**src/hw/rtl/dr_pkg.sv**
```systemverilog
// Shared types and constants for the difficulty retarget block.
// No dependencies.
`default_nettype none
package dr_pkg;

    localparam int TGT_W   = 256;
    localparam int REM_W   = 32;
    localparam int CELLS   = 32;
    localparam int CELL_BITS = TGT_W / CELLS;

    localparam logic [2:0] CFG_POW_LIMIT0 = 3'd0;
    localparam logic [2:0] CFG_POW_LIMIT1 = 3'd1;
    localparam logic [2:0] CFG_POW_LIMIT2 = 3'd2;
    localparam logic [2:0] CFG_POW_LIMIT3 = 3'd3;
    localparam logic [2:0] CFG_NO_RETGT   = 3'd4;
    localparam logic [2:0] CFG_TIMESPAN   = 3'd5;

    // One word in flight through the divider row.
    typedef struct packed {
        logic              valid;
        logic              pass;
        logic [31:0]       bits;
        logic [REM_W-1:0]  rem;
        logic [TGT_W-1:0]  word;
    } t_cell_word;

endpackage
`default_nettype wire

```
**src/hw/rtl/dr_cell.sv**
```systemverilog
// One divider cell: retires eight quotient bits of the 256-bit word.
// Depends on dr_pkg.
`default_nettype none
module dr_cell (
    input  wire               i_clk,
    input  wire               i_rst_n,
    input  wire               i_en,
    input  wire        [31:0] i_t,
    input  wire dr_pkg::t_cell_word i_prev,
    output dr_pkg::t_cell_word o_next
);

    dr_pkg::t_cell_word r_q;
    dr_pkg::t_cell_word n_q;

    always_comb begin
        logic [dr_pkg::REM_W:0] r;
        n_q = i_prev;
        for (int k = 0; k < dr_pkg::CELL_BITS; k++) begin
            r = {n_q.rem, n_q.word[dr_pkg::TGT_W-1]};
            n_q.word = {n_q.word[dr_pkg::TGT_W-2:0], 1'b0};
            if (r >= {1'b0, i_t}) begin
                r = r - {1'b0, i_t};
                n_q.word[0] = 1'b1;
            end
            n_q.rem = r[dr_pkg::REM_W-1:0];
        end
    end

    always_ff @(posedge i_clk) begin
        if (!i_rst_n) begin
            r_q.valid <= 1'b0;
        end else if (i_en) begin
            r_q <= n_q;
        end
    end

    assign o_next = r_q;

endmodule
`default_nettype wire

```
**config.mk**
```make
export PLATFORM = sky130hd
export DESIGN_NAME = dr_cell
export DESIGN_NICKNAME = d
export VERILOG_FILES = /design/src/hw/rtl/dr_pkg.sv /design/src/hw/rtl/dr_cell.sv
export SDC_FILE = /design/constraint.sdc
export NUM_CORES = 1
export LEC_CHECK = 0
export ABC_AREA = 1
export BUFFER_PORTS_ARGS = -buffer_cell sky130_fd_sc_hd__buf_2
export CAP_MARGIN = 30
export CELL_PAD_IN_SITES_DETAIL_PLACEMENT = 0
export CELL_PAD_IN_SITES_GLOBAL_PLACEMENT = 1
export CORE_MARGIN = 4
export CORE_UTILIZATION = 36
export CTS_CLUSTER_SIZE = 28
export DETAILED_ROUTE_END_ITERATION = 7
export PLACE_DENSITY_LB_ADDON = 0.15
export RECOVER_POWER = 50
export SLEW_MARGIN = 20
export SYNTH_ARGS = -nofsm -noshare
export SYNTH_HDL_FRONTEND = slang
export SYNTH_SLANG_ARGS = --single-unit
export TNS_END_PERCENT = 5
```
**constraint.sdc**
```tcl
create_clock -name i_clk -period 18.4 [get_ports i_clk]
set_input_delay 1.84 -clock i_clk [delete_from_list [all_inputs] [get_ports i_clk]]
set_output_delay 1.84 -clock i_clk [all_outputs]
set_load 0.05 [all_outputs]
```
==> impl_metrics.yaml, run 1 <==
global_route:
  busiest_layer: "met2"
  grt_max_degree: 96
  antenna_found_initial: 9
  grt_pass1_wl_um: 172000
  met1_usage_pct: 35.9
  grtUsageTotal_pct: 28.7
  grt_use_met3_pct: 5.75
  use_met2_pct: 48.8
  gr-total-overflow: 0
  first_global_vias: 29600
placed_design:
  place_hpwl_um: 96000
  numPortBuffers: 678
  gp_congestion: 0.957
  dpl_cell_area_sq_um: 40300
sta:
  min_period_over_period_pct: 98.4
  rsz0062_at_grt: "yes"
  fmax_ghz: 0.0552
  setup_viol: 0
  final-hold-violation-count: 0
  fin_skew_ns: 0
  relSlewSlack_pct: -160
  period_needed_ns: 18.10
  slew_violations: 125
  worst_slew_pin_slew_ns: 3.87
worst_setup_path:
  critical_path_class: "in -> reg"
  crit_top_cell: "nand2_1"
  crit_required_ns: 18.71
  cp-start-kind: "input port"
  ff2ff_path_depth: 2
  r2r_end: "o_next[321]$_SDFFE_PN0P_"
  cp-end-kind: "flip-flop"
  critPathMaxStageDelay_ns: 0.37
  r2r-start: "o_next[321]$_SDFFE_PN0P_"
  slowest_stage: "o21ai_1"
  cp_data_arrival_time_ns: 18.41
  r2r_setup_slack_ns: 17.79
  critPathMaxFanout: 8
run_status:
  violations: "max-capacitance violations, max-slew violations"
  status: "finished, violations left"
drt:
  route.detailed.drc: 0
  initialDrtViolationCount: 1994
  firstDrtPassIters: 5
  vias: 30800
  vias_per_cell: 4.89
  wire_per_inst_um: 19.2
  wl_um: 121000
  final_antenna_net_count: 0
die:
  core_area_sq_um: 72000
  dieHeight_um: 278
  io-pin-count: 679
  dieWidth_um: 278
  fp-row-count: 98
  die-area_sq_um: 77500
  start_util_pct: 36.6
worst_hold_path:
  min-delay-start: "o_next[321]$_SDFFE_PN0P_"
  holdPathEnd: "o_next[321]$_SDFFE_PN0P_"
  min-delay-path-class: "reg -> reg"
  whs_path_depth: 2
logic_synthesis:
  synth_area_sq_um: 26300
  ys_warn_count: 0
  avgSynthCellArea_sq_um: 7.94
  synthCells: 3318
  synth_edf_count: 321
  ys_seq_area_share_pct: 36.7
  synth_top_flop_cell: "edfxtp_1"
  synth_cell_type_count: 54
  synth_fp_nets: 3939
  synth-seq-cells: 322
  synthArstFlopShare_pct: 0
cells_and_area:
  syn2layout_area_growth_pct: 70.9
  fin_nets: 5933
  largest_reg_flops: 322
  drive_gt1_share_pct: 47.7
  design_area_sq_um: 45000
  final_common_cell: "buf_4"
  layout_common_cells: "1287 x buf_4, 822 x nand2_1, 602 x buf_2, 328 x inv_1, 321 x edfxtp_1"
clock_tree:
  clk_pin_slew_ns: 0.06
  htree_levels: 2
  cts-root-buf: "clkbuf_16"
  cts_max_path_buffers: 3
  cts.sinks: 322
  cts_tree: "built"
  worstSkewPairLatency_ns: 0.55
  numCtsBuffers: 36
  hold_buffers: 0
run:
  max-cap-violations: 2
worst max-delay path by stage:
stage / to / from / slack (ns)
2_1_floorplan: o_next[281]$_DFFE_PP_ / i_t[15] / 0.002
3_3_place_gp: o_next[286]$_DFFE_PP_ / i_t[29] / -1.30
3_5_place_dp: o_next[286]$_DFFE_PP_ / i_t[29] / -1.64
4_1_cts: o_next[285]$_DFFE_PP_ / i_prev[255] / 0.02
5_1_grt: o_next[286]$_DFFE_PP_ / i_t[29] / -0.84
6_report: o_next[286]$_DFFE_PP_ / i_t[29] / 0.30
cell usage after synthesis (7+ instances only):
| cell type | count | area, sq um |
|---|---|---|
| nand2_1 | 935 | 3510 |
| ha_1 | 256 | 3200 |
| a221oi_1 | 8 | 70.1 |
| o21ai_1 | 30 | 150 |
| buf_2 | 22 | 110 |
| o221ai_1 | 8 | 70.1 |
| inv_2 | 13 | 48.8 |
| nand4_1 | 28 | 175 |
| o21ai_0 | 185 | 926 |
| clkbuf_1 | 16 | 60.1 |
| buf_4 | 11 | 82.6 |
| and2_1 | 11 | 68.8 |
| o21bai_1 | 20 | 150 |
| nor4_1 | 14 | 87.6 |
| fa_1 | 8 | 160 |
| or2_2 | 12 | 75.1 |
| a21o_1 | 16 | 120 |
| inv_1 | 371 | 1390 |
| nand2_2 | 15 | 93.8 |
| nor2_2 | 8 | 50.1 |
| nand3_2 | 9 | 90.1 |
| a21oi_1 | 271 | 1360 |
| o21a_1 | 20 | 150 |
| xnor2_1 | 110 | 963 |
| a21boi_0 | 18 | 135 |
| nand3_1 | 175 | 876 |
| nor2_1 | 181 | 679 |
| nor2_4 | 7 | 78.8 |
| o211ai_1 | 10 | 75.1 |
| xor2_1 | 108 | 946 |
| nand3b_1 | 7 | 52.6 |
| nor3_1 | 31 | 155 |
| edfxtp_1 | 321 | 9640 |
| a31oi_1 | 17 | 106 |
worst max-delay path: cells and delay by family:
kind / cells / cell delay [ns]
adder cells (fa/ha/maj): 8 / 2.31
buffers and inverters: 23 / 2.46
XOR/XNOR: 1 / 0.15
AND/OR/NAND/NOR: 65 / 6.05
AO/OA/AOI/OAI: 36 / 5.57
stage by stage:
stage	cells	setup slack, ns	setup TNS [ns]	utilization [%]	hold slack [ns]
detailed placement	6114	-1.64	-46.23	56.0	0.526
CTS	6206	0.0189	0	58.6	0.534
global placement	6112	-1.30	-37.02	56.0	0.522
floorplan	3318	0.00179	0	-	0.753
global route	6291	-0.837	-25.75	62.5	0.594
finish	6294	0.298	0	62.5	0.531
per-layer routing:
metal | vias up | routed length, um
li1 | 15300 | -
met1 | 14400 | 50200
met2 | 925 | 57600
met3 | 226 | 8050
met4 | 0 | 5120
met5 | - | 0
logic make-up (layout without fill, tap and decap cells):
family | Yosys count | after routing | share of synthesized area (%)
and+or+nand+nor | 1441 | 1442 | 23.1
AOI/OAI and AO/OA | 630 | 630 | 13.5
buffers and inverters | 443 | 2463 | 6.70
DFF | 322 | 322 | 36.7
adders and majority gates | 264 | 264 | 12.8
xor gates and xnor gates | 218 | 218 | 7.25
other | 0 | 5 | 0
layout make-up:
class / instances / area, sq um
Tap cell: 950 / 1190
Clock buffer: 45 / 975
Clock inverter: 20 / 214
Sequential cell: 322 / 9660
Antenna cell: 5 / 12.5
Fill cell: 6434 / 27000
Inverter: 387 / 1530
Timing Repair Buffer: 2011 / 13800
Multi-Input combinational cell: 2554 / 17600
what timing repair did:
item                                    CTS  global route
gates resized for setup                 128           480
cloned                                    4             5
setup buffers                            23            79
pin swaps                                29           180
endpoints found under the setup margin   33            33
hold endpoints to repair                  0             0
Power of run 1 is not shown: default switching activity piles up to over one toggle a cycle in this logic, so the estimate is an artifact.
==> run 2, diff against run 1 <==
- CORE_UTILIZATION: 36 -> 23
==> run 2 against run 1 <==
Effect of this change:
- the run still ends with max-capacitance violations, max-slew violations left
- routed wire length is 14% higher
- sequential cell count is the same
- worst hold slack better by 0.051 ns
- global-route usage down 7.0 points
- final cell count rose by 8.6%
- cell area shrank 0.12%
- register-to-register slack lost 0.05 ns
- die area rose by 55%
- non-clock buffer count down 17
- fmax decreased by 1.3%
- critical endpoint is now o_next[284]$_DFFE_PP_
- highest routed layer is now met5
==> impl_metrics.yaml, run 2 (same netlist as run 1, synthesis figures left out) <==
die:
  die-area_sq_um: 120000
  start_util_pct: 23.3
  fp-row-count: 123
  dieWidth_um: 346
  core_area_sq_um: 113000
  dieHeight_um: 346
  io-pin-count: 679
cells_and_area:
  layout_common_cells: "1268 x buf_4, 857 x nand2_1, 581 x buf_2, 345 x inv_1, 321 x edfxtp_1"
  utilization_pct: 39.7
  final_common_cell: "buf_4"
  largest_reg_flops: 322
  design_area_sq_um: 44900
  fin_nets: 5921
  drive_gt1_share_pct: 44.8
  syn2layout_area_growth_pct: 70.7
sta:
  slew_violations: 114
  rsz0062_at_grt: "yes"
  period_needed_ns: 18.34
  setup_ws_ns: 0.0586
  setup_viol: 0
  final-hold-violation-count: 0
  fmax_ghz: 0.0545
  fin_skew_ns: 0
  worst_slew_pin_slew_ns: 4.96
  min_period_over_period_pct: 99.7
  relSlewSlack_pct: -232
clock_tree:
  cts_tree: "built"
  cts.sinks: 322
  worstSkewPairLatency_ns: 0.58
  htree_levels: 2
  numCtsBuffers: 41
  hold_buffers: 0
  cts_max_path_buffers: 3
  cts-root-buf: "clkbuf_16"
  clk_pin_slew_ns: 0.06
worst_setup_path:
  crit_required_ns: 18.87
  slowest_stage: "ha_4"
  crit_top_cell: "nand2_1"
  critPathMaxStageDelay_ns: 0.34
  cp-end-kind: "flip-flop"
  r2r-start: "o_next[321]$_SDFFE_PN0P_"
  r2r_setup_slack_ns: 17.74
  critPathMaxFanout: 11
  ff2ff_path_depth: 2
  cp-start-kind: "input port"
  cp-endpoint: "o_next[284]$_DFFE_PP_"
  cp_data_arrival_time_ns: 18.81
  critical_path_class: "in -> reg"
  crit_start: "i_t[6]"
  r2r_end: "o_next[321]$_SDFFE_PN0P_"
placed_design:
  place_hpwl_um: 113000
  dpl_cell_area_sq_um: 41200
  numPortBuffers: 678
  detailedPlace.worstSlack_ns: -1.90
  gp_congestion: 0.900
drt:
  wl_um: 138000
  route.detailed.drc: 0
  initialDrtViolationCount: 1519
  vias_per_cell: 4.40
  final_antenna_net_count: 0
  firstDrtPassIters: 7
  wire_per_inst_um: 20.2
  vias: 30100
run_status:
  violations: "max-capacitance violations, max-slew violations"
  status: "finished, violations left"
run:
  max-cap-violations: 1
global_route:
  antenna_found_initial: 22
  first_global_vias: 29800
  gr-total-overflow: 0
  grt_max_degree: 114
  grt_pass1_wl_um: 194000
  grtUsageTotal_pct: 21.7
worst_hold_path:
  min-delay-path-class: "reg -> reg"
==> run 2: cell types whose count changed in the layout (fill, tap and decap cells not counted), moves of 19 or more <==
cell,delta
nand2_1,+35
clkbuf_1,+19
ha_4,-34
buf_2,-21
inv_2,-20
buf_4,-19
ha_1,+33
nand2_2,-33
==> run 2: timing repair <==
item	in CTS	in global routing
pin swaps	31	125
setup endpoints to repair	33	33
gates cloned	3	12
gates resized for setup	127	301
buffers inserted	20	44
hold endpoints to repair	0	0
==> run 2: stage by stage <==
step / setup TNS [ns] / instances / hold slack [ns]
2_1_floorplan: 0 / 3318 / 0.753
3_3_place_gp: -60.64 / 6678 / 0.548
3_5_place_dp: -61.36 / 6678 / 0.563
4_1_cts: -6.05 / 6776 / 0.581
5_1_grt: -38.54 / 6835 / 0.640
6_report: 0 / 6837 / 0.581
==> run 2: area by class of cell <==
class | count | area, sq um
antenna | 5 | 12.5
clock buffer | 51 | 1080
clock inverter | 24 | 282
fill | 11900 | 68200
inverter | 387 | 1540
multi-input combinational | 2554 | 16700
sequential | 322 | 9660
tap | 1500 | 1880
timing repair buffer | 1994 | 13800
==> run 2: worst max-delay path, delay by kind of cell <==
| kind | cells | cell delay [ns] |
|---|---|---|
| buffers and inverters | 29 | 3.43 |
| and+or+nand+nor | 73 | 6.58 |
| AOI/OAI and AO/OA | 30 | 4.52 |
| adders and majority gates | 8 | 2.35 |
==> run 2: routing by layer <==
layer | global-route usage, % | wire, um | vias up
li1 | - | - | 15300
met1 | 27.6 | 60600 | 14000
met2 | 37.7 | 67100 | 608
met3 | 2.90 | 5280 | 173
met4 | 7.21 | 4780 | 10
met5 | 0 | 71 | -
==> run 2: worst min-delay path by stage <==
| stage | start | to | slack, ns | cells after the start |
|---|---|---|---|---|
| 3_5_place_dp | o_next[321]$_SDFFE_PN0P_ | o_next[321]$_SDFFE_PN0P_ | 0.56 | 2 |
| 4_1_cts | o_next[321]$_SDFFE_PN0P_ | o_next[321]$_SDFFE_PN0P_ | 0.58 | 2 |
| 5_1_grt | o_next[321]$_SDFFE_PN0P_ | o_next[321]$_SDFFE_PN0P_ | 0.64 | 2 |
| 2_1_floorplan | o_next[321]$_SDFFE_PN0P_ | o_next[321]$_SDFFE_PN0P_ | 0.75 | 2 |
| 3_3_place_gp | o_next[321]$_SDFFE_PN0P_ | o_next[321]$_SDFFE_PN0P_ | 0.55 | 2 |
| 6_report | o_next[321]$_SDFFE_PN0P_ | o_next[321]$_SDFFE_PN0P_ | 0.58 | 2 |
Power of run 2 is left out for the same reason.
